`src/design/spq_pkg.sv`:
```
package spq_pkg;

    // Default number of entries the queue can hold.
    localparam int unsigned DEF_CAPACITY = 16;

    // Fixed field widths of the transaction ports.
    localparam int unsigned ITEM_W   = 32;
    localparam int unsigned PRIO_W   = 32;
    localparam int unsigned INDEX_W  = 4;
    localparam int unsigned COUNT_W  = 5;
    localparam int unsigned FUNC_W   = 2;
    localparam int unsigned STATUS_W = 2;

    typedef enum logic [FUNC_W-1:0] {
        FUNC_PUSH  = 2'd0,
        FUNC_POP   = 2'd1,
        FUNC_READ  = 2'd2,
        FUNC_CLEAR = 2'd3
    } t_func;

    typedef enum logic [STATUS_W-1:0] {
        ST_OK     = 2'd0,
        ST_EMPTY  = 2'd1,
        ST_FULL   = 2'd2,
        ST_BADIDX = 2'd3
    } t_status;

    // Commands from the controller to the datapath.
    typedef struct packed {
        logic    load;        // latch the accepted transaction, start slot at count
        logic    rd_slot;     // read the entry just above the free slot
        logic    rd_head;     // read the head entry
        logic    rd_idx;      // read the entry at the requested index
        logic    move;        // write the read entry into the free slot, slot moves down
        logic    place;       // write the new entry into the free slot, count grows
        logic    pop;         // drop the head entry
        logic    clear;       // empty the queue
        logic    emit;        // present a result
        logic    emit_rd;     // result value comes from the read data
        t_status emit_status;
    } t_dp_cmd;

    // Status from the datapath to the controller.
    typedef struct packed {
        t_func func;
        logic  full;
        logic  empty;
        logic  idx_ok;
        logic  slot_zero;
        logic  ge;            // stored priority is not below the new one
    } t_dp_stat;

endpackage

```
`src/design/spq_ctrl.sv`:
```
module spq_ctrl (
    input  logic              i_clk,
    input  logic              i_rst_n,
    input  logic              i_start,
    input  spq_pkg::t_dp_stat i_stat,
    output spq_pkg::t_dp_cmd  o_cmd,
    output logic              o_busy
);
    import spq_pkg::*;

    typedef enum logic [4:0] {
        S_IDLE  = 5'b00001,
        S_EXEC  = 5'b00010,
        S_RD    = 5'b00100,
        S_CMP   = 5'b01000,
        S_FETCH = 5'b10000
    } t_state;

    t_state r_state;
    t_state n_state;

    always_ff @(posedge i_clk) begin
        if (!i_rst_n) begin
            r_state <= S_IDLE;
        end else begin
            r_state <= n_state;
        end
    end

    always_comb begin
        o_cmd   = '0;
        n_state = r_state;
        case (r_state)
            S_IDLE: begin
                if (i_start) begin
                    o_cmd.load = 1'b1;
                    n_state    = S_EXEC;
                end
            end
            S_EXEC: begin
                case (i_stat.func)
                    FUNC_PUSH: begin
                        if (i_stat.full) begin
                            o_cmd.emit        = 1'b1;
                            o_cmd.emit_status = ST_FULL;
                            n_state           = S_IDLE;
                        end else begin
                            n_state = S_RD;
                        end
                    end
                    FUNC_POP: begin
                        if (i_stat.empty) begin
                            o_cmd.emit        = 1'b1;
                            o_cmd.emit_status = ST_EMPTY;
                            n_state           = S_IDLE;
                        end else begin
                            o_cmd.rd_head = 1'b1;
                            n_state       = S_FETCH;
                        end
                    end
                    FUNC_READ: begin
                        if (i_stat.idx_ok) begin
                            o_cmd.rd_idx = 1'b1;
                            n_state      = S_FETCH;
                        end else begin
                            o_cmd.emit        = 1'b1;
                            o_cmd.emit_status = ST_BADIDX;
                            n_state           = S_IDLE;
                        end
                    end
                    FUNC_CLEAR: begin
                        o_cmd.clear = 1'b1;
                        o_cmd.emit  = 1'b1;
                        n_state     = S_IDLE;
                    end
                    default: begin
                        n_state = S_IDLE;
                    end
                endcase
            end
            S_RD: begin
                if (i_stat.slot_zero) begin
                    o_cmd.place = 1'b1;
                    o_cmd.emit  = 1'b1;
                    n_state     = S_IDLE;
                end else begin
                    o_cmd.rd_slot = 1'b1;
                    n_state       = S_CMP;
                end
            end
            S_CMP: begin
                if (i_stat.ge) begin
                    o_cmd.place = 1'b1;
                    o_cmd.emit  = 1'b1;
                    n_state     = S_IDLE;
                end else begin
                    o_cmd.move = 1'b1;
                    n_state    = S_RD;
                end
            end
            S_FETCH: begin
                o_cmd.emit    = 1'b1;
                o_cmd.emit_rd = 1'b1;
                o_cmd.pop     = (i_stat.func == FUNC_POP);
                n_state       = S_IDLE;
            end
            default: begin
                n_state = S_IDLE;
            end
        endcase
    end

    assign o_busy = (r_state != S_IDLE);

endmodule

```
`src/design/spq_dp.sv`:
```
module spq_dp #(
    parameter int unsigned CAPACITY = spq_pkg::DEF_CAPACITY
) (
    input  logic                                i_clk,
    input  logic                                i_rst_n,
    input  spq_pkg::t_dp_cmd                    i_cmd,
    output spq_pkg::t_dp_stat                   o_stat,
    input  logic [spq_pkg::FUNC_W-1:0]          i_func,
    input  logic signed [spq_pkg::ITEM_W-1:0]   i_item,
    input  logic signed [spq_pkg::PRIO_W-1:0]   i_priority_req,
    input  logic [spq_pkg::INDEX_W-1:0]         i_index,
    output logic                                o_valid,
    output logic signed [spq_pkg::ITEM_W-1:0]   o_value,
    output logic [spq_pkg::COUNT_W-1:0]         o_count,
    output logic [spq_pkg::STATUS_W-1:0]        o_status
);
    import spq_pkg::*;

    localparam int unsigned PW = (CAPACITY > 1) ? $clog2(CAPACITY) : 1;
    localparam int unsigned CW = $clog2(CAPACITY + 1);
    localparam int unsigned XW = (CW > INDEX_W) ? CW : INDEX_W;

    // Entry storage, kept as a ring: logical position 0 sits at r_head.
    logic [ITEM_W-1:0]        item_mem [CAPACITY];
    logic signed [PRIO_W-1:0] prio_mem [CAPACITY];

    t_func                    r_func;
    logic signed [ITEM_W-1:0] r_item;
    logic signed [PRIO_W-1:0] r_prio;
    logic [INDEX_W-1:0]       r_index;
    logic [CW-1:0]            r_count;
    logic [CW-1:0]            n_count;
    logic [CW-1:0]            r_slot;
    logic [PW-1:0]            r_head;
    logic [ITEM_W-1:0]        r_rd_item;
    logic signed [PRIO_W-1:0] r_rd_prio;
    logic                     r_valid;
    logic [ITEM_W-1:0]        r_res_value;
    logic [COUNT_W-1:0]       r_res_count;
    t_status                  r_res_status;

    logic [PW-1:0]            w_rd_logical;
    logic [PW-1:0]            w_rd_addr;
    logic [PW-1:0]            w_wr_addr;
    logic                     w_we;
    logic [ITEM_W-1:0]        w_wr_item;
    logic signed [PRIO_W-1:0] w_wr_prio;

    function automatic logic [PW-1:0] f_wrap(input logic [PW:0] sum);
        logic [PW:0] lim;
        lim = (PW + 1)'(CAPACITY);
        if (sum >= lim) begin
            return PW'(sum - lim);
        end
        return PW'(sum);
    endfunction

    always_comb begin
        if (i_cmd.rd_slot) begin
            w_rd_logical = PW'(r_slot - CW'(1));
        end else if (i_cmd.rd_idx) begin
            w_rd_logical = PW'(r_index);
        end else if (i_cmd.rd_head) begin
            w_rd_logical = '0;
        end else begin
            w_rd_logical = '0;
        end
    end

    assign w_rd_addr = f_wrap({1'b0, r_head} + {1'b0, w_rd_logical});
    assign w_wr_addr = f_wrap({1'b0, r_head} + {1'b0, PW'(r_slot)});
    assign w_we      = i_cmd.move | i_cmd.place;
    assign w_wr_item = i_cmd.move ? r_rd_item : r_item;
    assign w_wr_prio = i_cmd.move ? r_rd_prio : r_prio;

    always_ff @(posedge i_clk) begin
        if (w_we) begin
            item_mem[w_wr_addr] <= w_wr_item;
            prio_mem[w_wr_addr] <= w_wr_prio;
        end
    end

    always_ff @(posedge i_clk) begin
        r_rd_item <= item_mem[w_rd_addr];
        r_rd_prio <= prio_mem[w_rd_addr];
    end

    always_comb begin
        if (i_cmd.clear) begin
            n_count = '0;
        end else if (i_cmd.place) begin
            n_count = r_count + CW'(1);
        end else if (i_cmd.pop) begin
            n_count = r_count - CW'(1);
        end else begin
            n_count = r_count;
        end
    end

    always_ff @(posedge i_clk) begin
        if (!i_rst_n) begin
            r_count <= '0;
            r_head  <= '0;
            r_valid <= 1'b0;
        end else begin
            r_count <= n_count;
            r_valid <= i_cmd.emit;
            if (i_cmd.pop) begin
                r_head <= f_wrap({1'b0, r_head} + (PW + 1)'(1));
            end
        end
    end

    always_ff @(posedge i_clk) begin
        if (i_cmd.load) begin
            r_func  <= t_func'(i_func);
            r_item  <= i_item;
            r_prio  <= i_priority_req;
            r_index <= i_index;
            r_slot  <= r_count;
        end else if (i_cmd.move) begin
            r_slot <= r_slot - CW'(1);
        end
        if (i_cmd.emit) begin
            r_res_value  <= i_cmd.emit_rd ? r_rd_item : '0;
            r_res_count  <= COUNT_W'(n_count);
            r_res_status <= i_cmd.emit_status;
        end
    end

    assign o_stat.func      = r_func;
    assign o_stat.full      = (r_count == CW'(CAPACITY));
    assign o_stat.empty     = (r_count == '0);
    assign o_stat.idx_ok    = (XW'(r_index) < XW'(r_count));
    assign o_stat.slot_zero = (r_slot == '0);
    assign o_stat.ge        = (r_rd_prio >= r_prio);

    assign o_valid  = r_valid;
    assign o_value  = r_res_value;
    assign o_count  = r_res_count;
    assign o_status = r_res_status;

endmodule

```
`src/design/sorted_priority_queue.sv`:
```
// Sorted priority queue. Up to CAPACITY entries are held in priority order,
// highest first; entries of equal priority leave in the order they arrived.
// A transaction is taken on a rising edge where start is high and busy is
// low, and every transaction produces exactly one result, shown for a single
// cycle with o_valid high. The receiver cannot hold a result off, so it must
// capture o_value, o_count and o_status in the cycle that o_valid is high.
// A result is emitted from the execute state for clear and for any rejected
// operation (push on full, pop on empty, bad index), and from the fetch state,
// after an entry memory read, for pop and read-at; the result registers then
// show it. A push walks down from the tail of the queue, reading the entry
// above the free slot, comparing priorities and moving that entry down one
// place, until the free slot reaches the head or lies below an entry of equal
// or higher priority; the new entry is then placed there. The next transaction
// can be taken in the very cycle the result is shown. Storage is a ring
// addressed from a head pointer, so a pop does not shift the queue. Entries
// need no clearing after reset.
module sorted_priority_queue #(
    parameter int unsigned CAPACITY = spq_pkg::DEF_CAPACITY
) (
    input  logic                              i_clk,
    input  logic                              i_rst_n,
    input  logic                              start,
    output logic                              busy,
    input  logic [spq_pkg::FUNC_W-1:0]        i_func,
    input  logic signed [spq_pkg::ITEM_W-1:0] i_item,
    input  logic signed [spq_pkg::PRIO_W-1:0] i_priority_req,
    input  logic [spq_pkg::INDEX_W-1:0]       i_index,
    output logic                              o_valid,
    output logic signed [spq_pkg::ITEM_W-1:0] o_value,
    output logic [spq_pkg::COUNT_W-1:0]       o_count,
    output logic [spq_pkg::STATUS_W-1:0]      o_status
);
    import spq_pkg::*;

    // Commands flow from the controller to the datapath, status flows back.
    t_dp_cmd  w_cmd;
    t_dp_stat w_stat;

    spq_ctrl u_ctrl (
        .i_clk   (i_clk),
        .i_rst_n (i_rst_n),
        .i_start (start),
        .i_stat  (w_stat),
        .o_cmd   (w_cmd),
        .o_busy  (busy)
    );

    // The datapath holds the entry memory, the count, the head pointer and
    // the result registers.
    spq_dp #(
        .CAPACITY (CAPACITY)
    ) u_dp (
        .i_clk          (i_clk),
        .i_rst_n        (i_rst_n),
        .i_cmd          (w_cmd),
        .o_stat         (w_stat),
        .i_func         (i_func),
        .i_item         (i_item),
        .i_priority_req (i_priority_req),
        .i_index        (i_index),
        .o_valid        (o_valid),
        .o_value        (o_value),
        .o_count        (o_count),
        .o_status       (o_status)
    );

endmodule

```
`config.mk`:
```
export PLATFORM = sky130hd
export DESIGN_NAME = sorted_priority_queue
export DESIGN_NICKNAME = d
export VERILOG_FILES = /design/src/design/spq_pkg.sv /design/src/design/spq_ctrl.sv /design/src/design/spq_dp.sv /design/src/design/sorted_priority_queue.sv
export SDC_FILE = /design/constraint.sdc
export NUM_CORES = 1
export LEC_CHECK = 0
export BUFFER_PORTS_ARGS = -buffer_cell sky130_fd_sc_hd__buf_2
export CORE_MARGIN = 5
export CORE_UTILIZATION = 50
export CTS_CLUSTER_DIAMETER = 100
export CTS_CLUSTER_SIZE = 10
export DETAILED_ROUTE_END_ITERATION = 7
export PLACE_DENSITY = 0.74
export SYNTH_ARGS = -nofsm -noshare
export SYNTH_HDL_FRONTEND = slang
export SYNTH_SLANG_ARGS = --single-unit
```
`constraint.sdc`:
```
create_clock -name i_clk -period 8.9 [get_ports i_clk]
set_clock_uncertainty 0.1 [all_clocks]
set_input_delay 0.445 -clock i_clk [delete_from_list [all_inputs] [get_ports i_clk]]
set_output_delay 0.445 -clock i_clk [all_outputs]
set_load 0.01 [all_outputs]
```
Word level (Yosys, flattened, before mapping)
Memories as Yosys holds them, arrays and structs flattened. A register that Yosys moved wholly into a read port is not among the register bits.
Cells that the tools add are included.
{"block": "classes", "shifts": 0, "bitwise": 1, "multipliers": 0, "n_addsub": 9, "mux": 55, "n_eq_ne": 11, "n_reduce_logical": 4, "div_mod_pow": 0, "magnitude_cmp": 5}
{"cell": "$mux 32", "count": 2}
{"cell": "$mux 5", "count": 8}
{"cell": "$pmux 5 s4", "count": 2}
{"cell": "$mux 4", "count": 9}
{"cell": "$ge 32x32->1", "count": 1}
{"cell": "$mux 1", "count": 26}
{"cell": "$ge 5x5->1 const B", "count": 3}
{"cell": "$sub 4x1->4 const B", "count": 3}
{"cell": "$add 4x4->5", "count": 2}
{"cell": "$eq 5x5->1 const B", "count": 2}
{"cell": "$logic_not 5->1", "count": 2}
{"cell": "$sub 5x1->5 const B", "count": 2}
{"cell": "$pmux 1 s4", "count": 2}
{"cell": "$mux 3", "count": 2}
{"cell": "$pmux 2 s3", "count": 1}
{"cell": "$add 4x1->5 const B", "count": 1}
{"cell": "$add 5x1->5 const B", "count": 1}
{"cell": "$eq 5x1->1 const B", "count": 1}
{"cell": "$eq 5x2->1 const B", "count": 1}
{"cell": "$eq 5x3->1 const B", "count": 1}
{"cell": "$eq 5x4->1 const B", "count": 1}
{"cell": "$lt 4x5->1", "count": 1}
{"cell": "$ne 5x1->1 const B", "count": 1}
{"cell": "$eq 2x2->1 const B", "count": 2}
{"cell": "7 further kinds", "count": 8}
{"block": "word_totals", "in_bits": 73, "mem_bits_ro": 0, "n_memories": 2, "ramBits": 1024, "out_inout_bits": 41, "register_bits": 129, "latch_bits": 0, "wordCells": 99}
{"memory": "u_dp.item_mem", "words": 16, "word_bits": 32, "rd": 1, "rd_clocked_by_memory_dff": 1, "write_ports": 1, "line_no": "spq_dp.sv:24", "text": "logic [ITEM_W-1:0] item_mem [CAPACITY];"}
{"memory": "u_dp.prio_mem", "words": 16, "word_bits": 32, "rd": 1, "rd_clocked_by_memory_dff": 1, "write_ports": 1, "line_no": "spq_dp.sv:25", "text": "logic signed [PRIO_W-1:0] prio_mem [CAPACITY];"}

Depth between registers and ports, before layout
{"block": "depth", "word_depth": 10, "mapped_depth": 19, "ltp_nobuf": 17}

By module
A second synthesis with hierarchy kept.
{"block": "unflattened", "cells_unflattened": 2182, "area_unflattened_um2": 46798.6}
{"module": "spq_dp", "n_inst": 1, "cells_each": 2126, "seq_area_each_um2": 35654.2, "area_per_inst_um2": 46419.5}
{"module": "spq_ctrl", "n_inst": 1, "cells_each": 56, "seq_area_each_um2": 100.1, "area_per_inst_um2": 379.1}

Worst setup path after synthesis
OpenSTA, ideal clock, no wires.
{"block": "synth_timing", "path_type": "register -> register", "from": "register u_dp.r_slot[1]", "to": "memory u_dp.item_mem[6][0] (enable)", "arrival_ps": 6032, "path_buffers": 0, "stages_incl_launch_ff": 9, "period_less_slack_ps": 6696, "setup_time_ps": 565, "setup_slack_ps": 2204, "t_required_ps": 8235, "cell_sequence": "edfxtp_1 inv_1 ha_1 or4b_1 o21ai_0 nand2b_1 nor2b_1 nand2_1 nor3_1"}
{"block": "synth_via", "elab_chain_cells": 6, "elab_cells_between_ends": 12, "classes_between": "2 x add/sub; 1 x order compare; 7 x mux; 1 x bitwise; 1 x reduce/logical"}
{"item": "from (decl)", "line_no": "spq_dp.sv:33", "text": "logic [CW-1:0] r_slot;"}
{"item": "from (signal assigned)", "line_no": "spq_dp.sv:120", "text": "r_slot <= r_count;"}
{"item": "from (signal assigned)", "line_no": "spq_dp.sv:122", "text": "r_slot <= r_slot - CW'(1);"}
{"item": "parallel branches: the longest is 6 deep, another holds $add 4x4->5"}
{"item": "to (decl)", "line_no": "spq_dp.sv:24"}
Parallel ways; which one is timed is not known. The select of a mux whose other input is x is not followed.

Worst setup path in the final report
{"block": "layout_timing", "from": "register u_dp.r_count[1]", "to": "register u_dp.r_rd_prio[12] (read register of u_dp.prio_mem)"}
{"block": "layout_via", "elab_chain_cells": 10, "elab_cells_between_ends": 12, "classes_between": "2 x add/sub; 2 x order compare; 8 x mux"}
{"item": "from (decl)", "line_no": "spq_dp.sv:31", "text": "logic [CW-1:0] r_count;"}
{"item": "from (signal assigned)", "line_no": "spq_dp.sv:106", "text": "r_count <= n_count;"}
{"item": "$lt 4x5->1 (*)", "line_no": "spq_dp.sv:134", "text": "assign o_stat.idx_ok = (XW'(r_index) < XW'(r_count));"}
{"item": "$mux 1 (*)", "line_no": "spq_ctrl.sv:62", "text": "if (i_stat.idx_ok) begin"}
{"item": "$mux 1 (*)", "line_no": "spq_ctrl.sv:41", "text": "case (i_stat.func)"}
{"item": "$mux 1 (*)", "line_no": "spq_ctrl.sv:33", "text": "case (r_state)"}
{"item": "$mux 4 (*)", "line_no": "spq_dp.sv:61", "text": "end else if (i_cmd.rd_idx) begin"}
{"item": "$mux 4 (*)", "line_no": "spq_dp.sv:59", "text": "if (i_cmd.rd_slot) begin"}
{"item": "$add 4x4->5 (*)", "line_no": "spq_dp.sv:70", "text": "assign w_rd_addr = f_wrap({1'b0, r_head} + {1'b0, w_rd_logical});"}
{"item": "$sub 4x1->4 / $ge 5x5->1 (equally long branches)", "line_no": "spq_dp.sv:53, spq_dp.sv:52"}
{"item": "$mux 4 / $mux 1 (equally long branches)", "line_no": "spq_dp.sv:52", "text": "if (sum >= lim) begin"}
{"item": "$mux 4 (*)", "line_no": "spq_dp.sv:55", "text": "return PW'(sum);"}
{"item": "to (decl)", "line_no": "spq_dp.sv:36", "text": "logic signed [PRIO_W-1:0] r_rd_prio;"}
Mark *: on every way between the ends. The rest lies on a longest branch, timed or not. The select of a mux whose other input is x is not followed.
A chain may end at the register's enable or synchronous reset.

==> metrics.csv <==
stage;metric;value;unit
clock_tree;H-tree levels;4;
clock_tree;cts repair resizes;0;
power;Max VDD drop;0.146;mV
timing;Final Cycle Share;61.8;%
synth;Top FF cell, synth;edfxtp_1;
worst_hold_path;HP Class;input pin to flop;
synth;Synth area leaders;edfxtp_1 (73%), mux4_2 (12%), dfxtp_1 (3.4%), mux2_1 (1.5%), nand2_1 (1.3%);
clock_tree;Max Root-Sink Buffers;3;
finish;fin util;57.7;%
clock_tree;clk slew on worst S/H paths;60;ps
status;status;finished clean;
power;P_sw;2380;uW
finish;most frequent cells in the layout;edfxtp_1 (1,138), mux4_2 (256), nand2_1 (164);
critical_path;critical path type;flop to flop;
clock_tree;Sink Count;1217;
critical_path;CP startpoint kind;flop;
power;clock share of power;43.6;%
finish;Antenna Cells;0;
detailed_routing;DRT antenna net count;0;
critical_path;Arr. time, crit path;5950;ps
floorplanning;Core ar.;93200;um2
synth;Post-synth EDFFs;1138;
finish;area delta synth->final;14.8;%
synth;top-area cell type share of the netlist area;72.9;%
floorplanning;Core Rows;112;
finish;layout cells sized above 1;21.9;%
critical_path;crit-path leading delay family;adder cells;
critical_path;biggest cell delay along the critical path;1400;ps
critical_path;CP endpoint kind;flop;
detailed_routing;drt wl/cell;26.4;um
synth;Synth async-reset ratio;0;%
timing;RSZ-0062 raised after global routing;false;
clock_tree;worst skew pair latency;740;ps
finish;commonest non-fill, non-tap cell in the layout;edfxtp_1;
critical_path;WP buf/inv;3;
finish;Final nets;2707;
detailed_routing;DR vias/cell;5.97;
grt;antenna violations before repair;2;
synth;sequential share of the synthesized area;76.3;%
floorplanning;die width;316;um
synth;Yosys warning count;0;
critical_path;CP required;9350;ps
finish;Cell Count, Final, Fillers Out;3947;
grt;All-Layer GR Usage;21.1;%
clock_tree;CTS tree;yes;
placed_design;placed cells;3628;
grt;number of global-route vias before repair;24400;
grt;grt ovf;0;
placed_design;detailed placement HPWL;51600;um
floorplanning;die area;100000;um2
timing;Fmax;182;MHz
synth;Mapped Avg Cell Area;20.0;um2
critical_path;peak fanout along the critical path;52;
floorplanning;initial core utilization;50.3;%
timing;final worst setup slack;3400;ps
timing;final-report setup violation count;0;
detailed_routing;First DRT Iteration DRCs;2784;
timing;measured slew at the worst slew-check pin;1310;ps
placed_design;placed instance area;49000;um2
synth;cell taking the most area after synthesis;edfxtp_1;
detailed_routing;DRC;0;
synth;Synth Cell Area;46900;um2
finish;# fillers;6566;
finish;cell area after layout;53800;um2
detailed_routing;drt first pass iters;7;
power;Sequential Power Share;54.0;%
job;Max-Cap Viols;0;
clock_tree;CTS root buf;clkbuf_16;
synth;cell count after synthesis;2340;
timing;Final Hold Fails;0;
timing;max-slew violations;0;
grt;first-pass GRT wire length;156000;um
timing;relative slew slack;12.2;%
floorplanning;Die Ht;316;um
synth;Synth cell types;52;
detailed_routing;DRT Wirelength;104000;um
synth;synthesis-stage register bit count;1217;
power;internal power;9410;uW
critical_path;worst path cell trace;inv_1 > ha_1 > a21o_1 > a21o_1 > a21oi_1 > o211a_1 > nand2_1 > o21ai_0 > ha_4 > inv_1 > fa_4 > buf_4 > mux4_2 > and2_1 > a211oi_1 > a31oi_1;
placed_design;gp weighted congestion;0.823;
detailed_routing;Vias;23500;
power;Comb pwr share;2.4;%
power;switching share of power;20.2;%
timing;final total negative setup slack;0;ps
critical_path;Worst path slowest cell;fa_4;
placed_design;PortBufs;113;
power;Static Leak;0.0173;uW
clock_tree;total clock buffers created by CTS;139;
synth;post-synthesis net count;2460;
grt;pin count of the biggest net entering global routing;129;
placed_design;Setup WS pre-CTS;3510;ps
floorplanning;I/O pin total;114;
timing;min cycle time layout;5500;ps
power;Power Density;219;nW/um2
cell families (layout without fill, tap and decap cells):
logic type      after synthesis  after routing  share of synthesized area [%]
xor+xnor                     14             14                          0.262
fa+ha+maj                    47             47                           1.29
simple gates                373            373                           3.95
flops                      1217           1217                           76.3
buf+inv                     165            518                           1.46
compound gates              200            200                           2.82
mux                         324            324                           13.9
per-stage QoR:
stage          hold slack (ps)  total power (uW)
6_report                   330             11800
4_1_cts                    282             11900
3_3_place_gp               422              6720
3_5_place_dp               419              6740
2_1_floorplan              389              6620
5_1_grt                    302             12200
power groups by stage:
stage	Sequential, uW	Clock (uW)	Combinational (uW)
global placement	6480	0	240
global route	6360	5480	312
CTS	6360	5220	283
detailed placement	6480	0	257
finish	6360	5140	283
floorplan	6470	0	152
routing by layer:
layer / up-vias / track usage [%] / part of all wire (%)
met1: 12400 / 29.0 / 40
li1: 9982 / - / -
met5: - / 0 / 0
met2: 1010 / 35.1 / 50
met3: 148 / 4.13 / 8.0
met4: 0 / 5.61 / 2.0
cell usage after synthesis (all sizes together), types with 2 or more instances:
cell type,n
edfxtp,1138
mux4,256
nand2,165
and2,98
clkbuf,80
dfxtp,79
a211oi,66
a31oi,66
mux2,65
inv,48
ha,45
nor2,41
buf,37
a21oi,32
o21ai,14
nor3,13
nand3,11
nand2b,10
nand4,9
xnor2,8
nor3b,6
xor2,6
nor2b,5
a21o,4
o211ai,4
a2111oi,3
mux2i,3
nand3b,3
nor4,3
a221oi,2
fa,2
nor4b,2
o21a,2
or4b,2
flip-flops by register name (all words and copies together) (netlist names):
register,cells
u_ctrl.r_state,5
u_dp.item_mem,512
u_dp.o_count,5
u_dp.o_status,2
u_dp.o_valid,1
u_dp.o_value,32
u_dp.prio_mem,512
u_dp.r_count,5
u_dp.r_func,2
u_dp.r_head,4
u_dp.r_index,4
u_dp.r_item,32
u_dp.r_prio,32
u_dp.r_rd_item,32
u_dp.r_rd_prio,32
u_dp.r_slot,5
final timing paths:
check                                         from                 end  slack, ps  depth (start not counted)
worst max-delay path               u_dp.r_count[1]  u_dp.r_rd_prio[12]       3400                         16
worst min-delay path                    i_item[12]     u_dp.r_item[12]        330                          2
worst max register to register     u_dp.r_count[1]  u_dp.r_rd_prio[12]       3400                         16
worst min register to register  u_dp.r_rd_item[19]    u_dp.o_value[19]        430                          1
final cells by class:
type	instances	area [um2]	area share, %
multi-input combinational	958	10600	19.7
clock buffer	234	3890	7.23
clock inverter	13	181	0.337
inverter	48	183	0.340
tap	1254	1570	2.92
timing repair buffer	223	1630	3.04
sequential	1217	35800	66.5
timing repair:
action / 4_1_cts / 5_1_grt
buffers inserted: 0 / 0
hold buffers: 72 / 0
hold endpoints to repair: 77 / 0
No activity file was read; power rests on OpenSTA's default activity.
